`config.mk`:
```
export PLATFORM = sky130hd
export DESIGN_NAME = ethernet_frame_parser_crc8_core
export DESIGN_NICKNAME = d
export VERILOG_FILES = /design/src/rtl/core/efp_pkg.sv /design/src/rtl/core/ethernet_frame_parser_crc8_core.sv /design/src/rtl/core/efp_out_buf.sv
export SDC_FILE = /design/constraint.sdc
export NUM_CORES = 1
export LEC_CHECK = 0
export BUFFER_PORTS_ARGS = -buffer_cell sky130_fd_sc_hd__buf_2
export CAP_MARGIN = 20
export CORE_ASPECT_RATIO = 0.5
export CORE_MARGIN = 5
export CORE_UTILIZATION = 54
export DETAILED_ROUTE_END_ITERATION = 10
export GPL_TIMING_DRIVEN = 0
export PLACE_DENSITY_LB_ADDON = 0.15
export SLEW_MARGIN = 20
export SYNTH_ARGS = -nofsm -noshare
export SYNTH_HDL_FRONTEND = slang
export SYNTH_SLANG_ARGS = --single-unit
```
`constraint.sdc`:
```
create_clock -name clk -period 14.11 [get_ports clk]
set_input_delay 1.411 -clock clk [delete_from_list [all_inputs] [get_ports clk]]
set_output_delay 1.411 -clock clk [all_outputs]
set_load 0.02 [all_outputs]
```
`src/rtl/core/efp_pkg.sv`:
```
package efp_pkg;

	localparam int unsigned LEN_W = 16;
	localparam int unsigned ADDR_W = 48;
	localparam int unsigned TYPE_W = 16;
	localparam int unsigned CRC_W = 8;
	localparam int unsigned BYTE_W = 8;
	localparam int unsigned TDATA_IN_W = 8;

	localparam logic [7:0] PREAMBLE_FILL = 8'hAA;
	localparam logic [7:0] PREAMBLE_SFD = 8'hAB;
	localparam logic [7:0] CRC_POLY = 8'h07;
	localparam logic [2:0] PREAMBLE_RUN = 3'd7;
	localparam logic [3:0] HEADER_LAST = 4'd13;
	localparam logic [3:0] DEST_END = 4'd6;
	localparam logic [3:0] SRC_END = 4'd12;

	localparam logic CFG_MIN_LEN = 1'b0;
	localparam logic CFG_MAX_LEN = 1'b1;

	localparam logic [15:0] MIN_LEN_RESET = 16'd46;
	localparam logic [15:0] MAX_LEN_RESET = 16'd1500;

	typedef struct packed {
		logic accept;
		logic crc_ok;
		logic [CRC_W-1:0] crc_expected;
		logic [CRC_W-1:0] crc_received;
		logic [LEN_W-1:0] data_length;
		logic [TYPE_W-1:0] ether_type;
		logic [ADDR_W-1:0] src_address;
		logic [ADDR_W-1:0] dest_address;
		logic [LEN_W-1:0] frame_number;
	} result_t;

	localparam int unsigned RESULT_W = $bits(result_t);
	localparam int unsigned TDATA_OUT_W = ((RESULT_W + 7) / 8) * 8;

	localparam int unsigned CRC_OK_BIT = 160;
	localparam int unsigned ACCEPT_BIT = 161;
	localparam int unsigned RX_LO = 144;
	localparam int unsigned EXP_LO = 152;

	// One long-division step: the byte enters the remainder MSB first.
	function automatic logic [CRC_W-1:0] crc_shift(input logic [CRC_W-1:0] rem,
			input logic [BYTE_W-1:0] din);
		logic [CRC_W-1:0] r;
		logic top;
		r = rem;
		for (int i = BYTE_W - 1; i >= 0; i--) begin
			top = r[CRC_W-1];
			r = {r[CRC_W-2:0], din[i]};
			if (top) begin
				r = r ^ CRC_POLY;
			end
		end
		return r;
	endfunction

endpackage

```
`src/rtl/core/ethernet_frame_parser_crc8_core.sv`:
```
// A frame report is pushed into the result buffer, and from there presented on m_axis,
// by the byte that closes the frame (the 0xAB that completes the next preamble, or the final byte).
// Throughput: one byte per cycle; the preamble detector, header capture and the
// 8-step CRC update all keep pace with the input. s_axis_tready drops only while
// both slots of the two-entry result buffer are occupied.
// Reset: arst_n clears parsing state, frame number to 1, and length limits to 46/1500.
module ethernet_frame_parser_crc8_core #(
	parameter int unsigned COUNT_WIDTH = 16
) (
	input  logic                                clk,
	input  logic                                arst_n,
	input  logic                                s_axis_tvalid,
	output logic                                s_axis_tready,
	// [7:0] data_byte
	input  logic [efp_pkg::TDATA_IN_W-1:0]      s_axis_tdata,
	// end_of_stream
	input  logic                                s_axis_tlast,
	output logic                                m_axis_tvalid,
	input  logic                                m_axis_tready,
	// frame_number, dest_address, src_address, ether_type, data_length,
	// crc_received, crc_expected, crc_ok, accept, zero fill
	output logic [efp_pkg::TDATA_OUT_W-1:0]     m_axis_tdata,
	input  logic                                cfg_we,
	input  logic                                cfg_index,
	input  logic [15:0]                         cfg_data
);

	localparam logic [1:0] PH_HUNT = 2'd0;
	localparam logic [1:0] PH_HEADER = 2'd1;
	localparam logic [1:0] PH_DATA = 2'd2;
	localparam logic [COUNT_WIDTH-1:0] COUNT_MAX = '1;
	localparam int unsigned HIST_DEPTH = 9;

	logic [1:0]                   phase_q;
	logic [2:0]                   aa_run_q;
	logic [3:0]                   header_pos_q;
	logic [COUNT_WIDTH-1:0]       count_q;
	logic [15:0]                  frame_cnt_q;
	logic [15:0]                  min_len_q;
	logic [15:0]                  max_len_q;
	logic [efp_pkg::CRC_W-1:0]    crc_q;
	logic [efp_pkg::CRC_W-1:0]    hist_q [HIST_DEPTH];
	logic [efp_pkg::ADDR_W-1:0]   dest_q;
	logic [efp_pkg::ADDR_W-1:0]   src_q;
	logic [efp_pkg::TYPE_W-1:0]   type_q;

	logic                         in_fire;
	logic [7:0]                   din;
	logic                         eos;
	logic                         run_full;
	logic                         pre_hit;
	logic [2:0]                   aa_run_step;
	logic [efp_pkg::CRC_W-1:0]    crc_step;
	logic                         emit_pre;
	logic                         emit_eos;
	logic                         emit;
	logic [COUNT_WIDTH-1:0]       len;
	logic [15:0]                  dlen;
	logic [efp_pkg::CRC_W-1:0]    rem_before;
	logic [efp_pkg::CRC_W-1:0]    rem_after;
	logic [efp_pkg::CRC_W-1:0]    expected;
	logic [efp_pkg::CRC_W-1:0]    received;
	logic                         buf_full;
	efp_pkg::result_t             res;
	efp_pkg::result_t             out_res;

	assign in_fire = s_axis_tvalid && s_axis_tready;
	assign s_axis_tready = !buf_full;
	assign din = s_axis_tdata[7:0];
	assign eos = s_axis_tlast;

	assign run_full = (aa_run_q == efp_pkg::PREAMBLE_RUN);
	assign pre_hit = run_full && (din == efp_pkg::PREAMBLE_SFD);
	assign aa_run_step = (run_full || din != efp_pkg::PREAMBLE_FILL) ? 3'd0 : aa_run_q + 3'd1;
	assign crc_step = efp_pkg::crc_shift(crc_q, din);

	assign emit_pre = (phase_q == PH_DATA) && pre_hit && (count_q >= COUNT_WIDTH'(8));
	assign emit_eos = (phase_q == PH_DATA) && !pre_hit && eos;
	assign emit = in_fire && (emit_pre || emit_eos);

	always_comb begin
		if (emit_pre && count_q != COUNT_MAX) begin
			len = count_q - COUNT_WIDTH'(8);
		end else begin
			len = count_q;
		end
	end

	generate
		if (COUNT_WIDTH > 16) begin : g_clamp
			assign dlen = (|len[COUNT_WIDTH-1:16]) ? 16'hFFFF : len[15:0];
		end else begin : g_extend
			assign dlen = 16'(len);
		end
	endgenerate

	assign rem_before = emit_pre ? hist_q[8] : crc_q;
	assign rem_after = emit_pre ? hist_q[7] : crc_step;
	assign expected = efp_pkg::crc_shift(rem_before, 8'h00);
	assign received = emit_pre ? (hist_q[7] ^ expected) : din;

	always_comb begin
		res.frame_number = frame_cnt_q;
		res.dest_address = dest_q;
		res.src_address = src_q;
		res.ether_type = type_q;
		res.data_length = dlen;
		res.crc_received = received;
		res.crc_expected = expected;
		res.crc_ok = (rem_after == '0);
		res.accept = (rem_after == '0) && (dlen >= min_len_q) && (dlen <= max_len_q);
	end

	always_ff @(posedge clk or negedge arst_n) begin
		if (!arst_n) begin
			min_len_q <= efp_pkg::MIN_LEN_RESET;
			max_len_q <= efp_pkg::MAX_LEN_RESET;
		end else if (cfg_we) begin
			case (cfg_index)
				efp_pkg::CFG_MIN_LEN: min_len_q <= cfg_data;
				efp_pkg::CFG_MAX_LEN: max_len_q <= cfg_data;
				default: ;
			endcase
		end
	end

	always_ff @(posedge clk or negedge arst_n) begin
		if (!arst_n) begin
			phase_q <= PH_HUNT;
			aa_run_q <= 3'd0;
			header_pos_q <= 4'd0;
			count_q <= '0;
			frame_cnt_q <= 16'd1;
		end else if (in_fire) begin
			if (eos) begin
				phase_q <= PH_HUNT;
				aa_run_q <= 3'd0;
				header_pos_q <= 4'd0;
				count_q <= '0;
				frame_cnt_q <= 16'd1;
			end else begin
				if (emit) begin
					frame_cnt_q <= frame_cnt_q + 16'd1;
				end
				case (phase_q)
					PH_HUNT: begin
						aa_run_q <= aa_run_step;
						if (pre_hit) begin
							phase_q <= PH_HEADER;
							header_pos_q <= 4'd0;
						end
					end
					PH_HEADER: begin
						if (header_pos_q >= efp_pkg::HEADER_LAST) begin
							phase_q <= PH_DATA;
							header_pos_q <= 4'd0;
							aa_run_q <= 3'd0;
							count_q <= '0;
						end else begin
							header_pos_q <= header_pos_q + 4'd1;
						end
					end
					PH_DATA: begin
						aa_run_q <= aa_run_step;
						if (pre_hit) begin
							phase_q <= PH_HEADER;
							header_pos_q <= 4'd0;
							aa_run_q <= 3'd0;
						end else if (count_q != COUNT_MAX) begin
							count_q <= count_q + COUNT_WIDTH'(1);
						end
					end
					default: begin
						phase_q <= PH_HUNT;
						aa_run_q <= 3'd0;
					end
				endcase
			end
		end
	end

	always_ff @(posedge clk) begin
		if (in_fire) begin
			if (phase_q == PH_HEADER) begin
				crc_q <= (header_pos_q == 4'd0) ? din : crc_step;
				if (header_pos_q < efp_pkg::DEST_END) begin
					dest_q <= {dest_q[efp_pkg::ADDR_W-9:0], din};
				end else if (header_pos_q < efp_pkg::SRC_END) begin
					src_q <= {src_q[efp_pkg::ADDR_W-9:0], din};
				end else begin
					type_q <= {type_q[efp_pkg::TYPE_W-9:0], din};
				end
				if (header_pos_q >= efp_pkg::HEADER_LAST) begin
					for (int i = 0; i < HIST_DEPTH; i++) begin
						hist_q[i] <= (header_pos_q == 4'd0) ? din : crc_step;
					end
				end
			end else if (phase_q == PH_DATA && !pre_hit && !eos) begin
				crc_q <= crc_step;
				hist_q[0] <= crc_step;
				for (int i = 1; i < HIST_DEPTH; i++) begin
					hist_q[i] <= hist_q[i-1];
				end
			end
		end
	end

	efp_out_buf u_out_buf (
		.clk       (clk),
		.arst_n    (arst_n),
		.push      (emit),
		.push_data (res),
		.full      (buf_full),
		.out_valid (m_axis_tvalid),
		.out_ready (m_axis_tready),
		.out_data  (out_res)
	);

	assign m_axis_tdata = {{(efp_pkg::TDATA_OUT_W - efp_pkg::RESULT_W){1'b0}}, out_res};

endmodule

```
`src/rtl/core/efp_out_buf.sv`:
```
module efp_out_buf (
	input  logic              clk,
	input  logic              arst_n,
	input  logic              push,
	input  efp_pkg::result_t  push_data,
	output logic              full,
	output logic              out_valid,
	input  logic              out_ready,
	output efp_pkg::result_t  out_data
);

	logic             head_valid_q;
	logic             skid_valid_q;
	efp_pkg::result_t head_q;
	efp_pkg::result_t skid_q;
	logic             pop;

	assign pop = head_valid_q && out_ready;
	assign full = skid_valid_q;
	assign out_valid = head_valid_q;
	assign out_data = head_q;

	always_ff @(posedge clk or negedge arst_n) begin
		if (!arst_n) begin
			head_valid_q <= 1'b0;
			skid_valid_q <= 1'b0;
		end else if (pop) begin
			if (skid_valid_q) begin
				skid_valid_q <= 1'b0;
			end else begin
				head_valid_q <= push;
			end
		end else if (push) begin
			if (head_valid_q) begin
				skid_valid_q <= 1'b1;
			end else begin
				head_valid_q <= 1'b1;
			end
		end
	end

	always_ff @(posedge clk) begin
		if (pop) begin
			if (skid_valid_q) begin
				head_q <= skid_q;
			end else if (push) begin
				head_q <= push_data;
			end
		end else if (push) begin
			if (head_valid_q) begin
				skid_q <= push_data;
			end else begin
				head_q <= push_data;
			end
		end
	end

endmodule

```
==> impl_metrics.ini <==
[outcome]
status = completed

[synthesis]
synthCells = 1793
yosysTopAreaCell = edfxtp_1
yosys-top-cells-count = nand2_1 (578), edfxtp_1 (516), nor2_1 (81)
synth-edff-count = 516
yosysMostFrequentCell = nand2_1
synth_cell_types = 60
yosysWarnings = 0
ys_seq_area_share_pct = 72.9
synthFlopType = edfxtp_1
netlist_top_cells_area = edfxtp_1 (65%), nand2_1 (9.1%), dfrtp_1 (6.6%)
syn_area_sq_um = 23800
synth.ff_latch_count = 591
synthArstFlopShare_pct = 12.7
avgSynthCellArea_sq_um = 13.3
yosysTopAreaCellShare_pct = 65.0

[finish]
final_nets = 2148
fillerInstances = 3375
layout.cells.non_filler = 2703
drive_gt1_share_pct = 17.4
diodes = 0
areaGrowthSynthToFinish_pct = 16.4
final_util_pct = 63.7
design_area_sq_um = 27800

[timing]
fin_crit_sh_pct = 39.8
rsz0062_at_grt = no
setup_viol_count_final = 0
whs_ns = 0.448
max_slew.worst_pin.slew_ns = 0.908
fin_setup_tns_ns = 0
slew_violations = 0
hold_viol = 0
worst_slack_ns = 8.49
slew-limit-headroom_pct = 37.9
max_freq_mhz = 178
finalCriticalPeriod_ns = 5.62
fin_skew_ns = 0.0309

[setup_path]
worst-r2r-cell-count = 13
crit_type = in -> reg
r2r_slack_ns = 9.46
critPathArrivalTime_ns = 5.97
crit_family = compound AO/OA/AOI/OAI gates
critical_path_buf_inv_count = 3
cp-startpoint = s_axis_tdata[7]
reg2reg_from = count_q[1]
crit_top_cell = buf_2
crit_slowest_cell = a2111oi_0
slowest_delay_ns = 0.56
critPathCaptureType = flop
crit_end = u_out_buf.out_data[161]
crit_chain = buf_2 -> buf_1 -> nand4b_1 -> or3_4 -> a211oi_2 -> buf_2 -> nand3_1 -> xnor2_1 -> ha_1 -> a2111oi_0 -> o211ai_1 -> a311o_1 -> and3_1 -> a22o_1
r2r_end = u_out_buf.out_data[161]
crit_path_max_fanout = 10
worst_setup_path_start_kind = input pin
cp.depth = 14
required_ns = 14.46

[clock_tree]
h-tree-depth = 2
clk_pin_slew_ns = 0.07
cts_resized = 0
cts_tree = built
clk_latency_ns = 0.60
cts_buffers = 51
clockRootBuffer = clkbuf_16
cts_buffer_depth = 3
cts.sinks = 591
cts_setup_buffers = 0
cts_hold_buf = 0

[global_route]
grt_pass1_vias = 13700
antenna_found_initial = 0
grt_overflow = 0
grtUsageTotal_pct = 19.8
grt_max_degree = 52
grt_pass1_wl_mm = 76.1

[detailed_routing]
via_count = 14100
vias_per_cell = 5.22
dr.pass1.iters = 5
drtIter0Drc = 1078
postRouteAntennaNets = 0
wl_mm = 48.1
wl_per_cell_microns = 17.8
drc_errors = 0

[placed_design]
place_hpwl_mm = 34.0
dp_cells = 2610
finalWeightedCongestion = 0.874
port_buffers = 194
dpl_worst_slack_ns = 7.89
dpl_cell_area_sq_um = 26200

[power_and_ir_drop]
fin_total_pwr_mw = 3.46
leakage_nw = 11.0
powerDensity_nw_per_um2 = 125
ir_drop_uv = 94.0

[floorplanning]
start_util_pct = 54.7
dieHeight_microns = 159
dieArea_sq_um = 48700
rows = 54
coreArea_sq_um = 43600
die_w_microns = 307
top_level_ports = 201

[flow_run]
cap_violations = 0

[worst_hold_path]
hold_path_class = reg -> reg
[registers in the layout, summed over array words and instances, names as in the netlist, 3 cells and up]
register	flops
aa_run_q	3
frame_cnt_q	16
header_pos_q	4
count_q	16
u_out_buf.out_data	162
hist_q	72
min_len_q	16
crc_q	8
max_len_q	16
type_q	16
dest_q	48
src_q	48
u_out_buf.skid_q	162
[report_power, final]
part	internal, mW	switching, mW
Clock	0.722	0.614
Sequential	1.93	0.0132
Combinational	0.0649	0.113
Total	2.72	0.740
[cell type report]
cell class / count / area, sq um / area share, %
Clock buffer: 72 / 1380 / 4.96
Clock inverter: 21 / 190 / 0.685
Tap cell: 588 / 736 / 2.65
Multi-Input combinational cell: 1081 / 6020 / 21.7
Inverter: 46 / 173 / 0.622
Buffer: 80 / 340 / 1.23
Sequential cell: 591 / 17400 / 62.7
Timing Repair Buffer: 224 / 1530 / 5.52
[cells in the final DEF (no fill, tap or decap), types with 6 or more instances in the layout]
master	synthesis	final
a21o_1	7	7
a21oi_1	16	16
a22o_1	7	7
and3_1	15	15
buf_1	7	7
buf_16	0	11
buf_2	5	198
buf_4	7	10
buf_6	1	6
buf_8	0	11
clkbuf_1	60	80
clkbuf_16	0	52
clkinv_1	0	11
conb_1	1	6
dfrtp_1	63	63
dfstp_2	12	12
edfxtp_1	516	516
ha_1	42	42
inv_1	46	46
mux2_2	41	41
mux2i_1	8	8
nand2_1	578	578
nand3_1	14	14
nand4_1	11	11
nor2_1	81	79
nor2b_1	7	7
nor3_1	9	8
nor4_1	7	7
o2111ai_1	10	10
o21ai_0	56	55
o31ai_1	10	10
or3_1	6	6
xnor2_1	33	33
xor2_1	51	51
[worst min path at each step]
stage                     from               endpoint  slack, ns  cells past startpoint
floorplan            src_q[40]  u_out_buf.skid_q[104]       0.43                      0
global placement     src_q[44]  u_out_buf.skid_q[108]       0.43                      0
global route         src_q[42]  u_out_buf.skid_q[106]       0.46                      0
finish              dest_q[45]   u_out_buf.skid_q[61]       0.45                      0
CTS                  src_q[42]  u_out_buf.skid_q[106]       0.45                      0
detailed placement   src_q[42]  u_out_buf.skid_q[106]       0.43                      0
[routing by layer]
metal / track usage (%) / part of all wire [%]
met1: 27.7 / 44
met2: 33.2 / 49
met3: 3.43 / 5.4
met4: 4.60 / 2.0
met5: 0 / 0
[cell families after synthesis]
| family | synth area share (%) |
|---|---|
| AOI/OAI and AO/OA | 3.86 |
| xor gates and xnor gates | 3.47 |
| adders and majority gates | 2.20 |
| buffers and inverters | 2.15 |
| DFF | 72.9 |
| muxes | 2.27 |
| other | 0.0157 |
| and+or+nand+nor | 13.1 |
(Power assumes the default switching activity.)
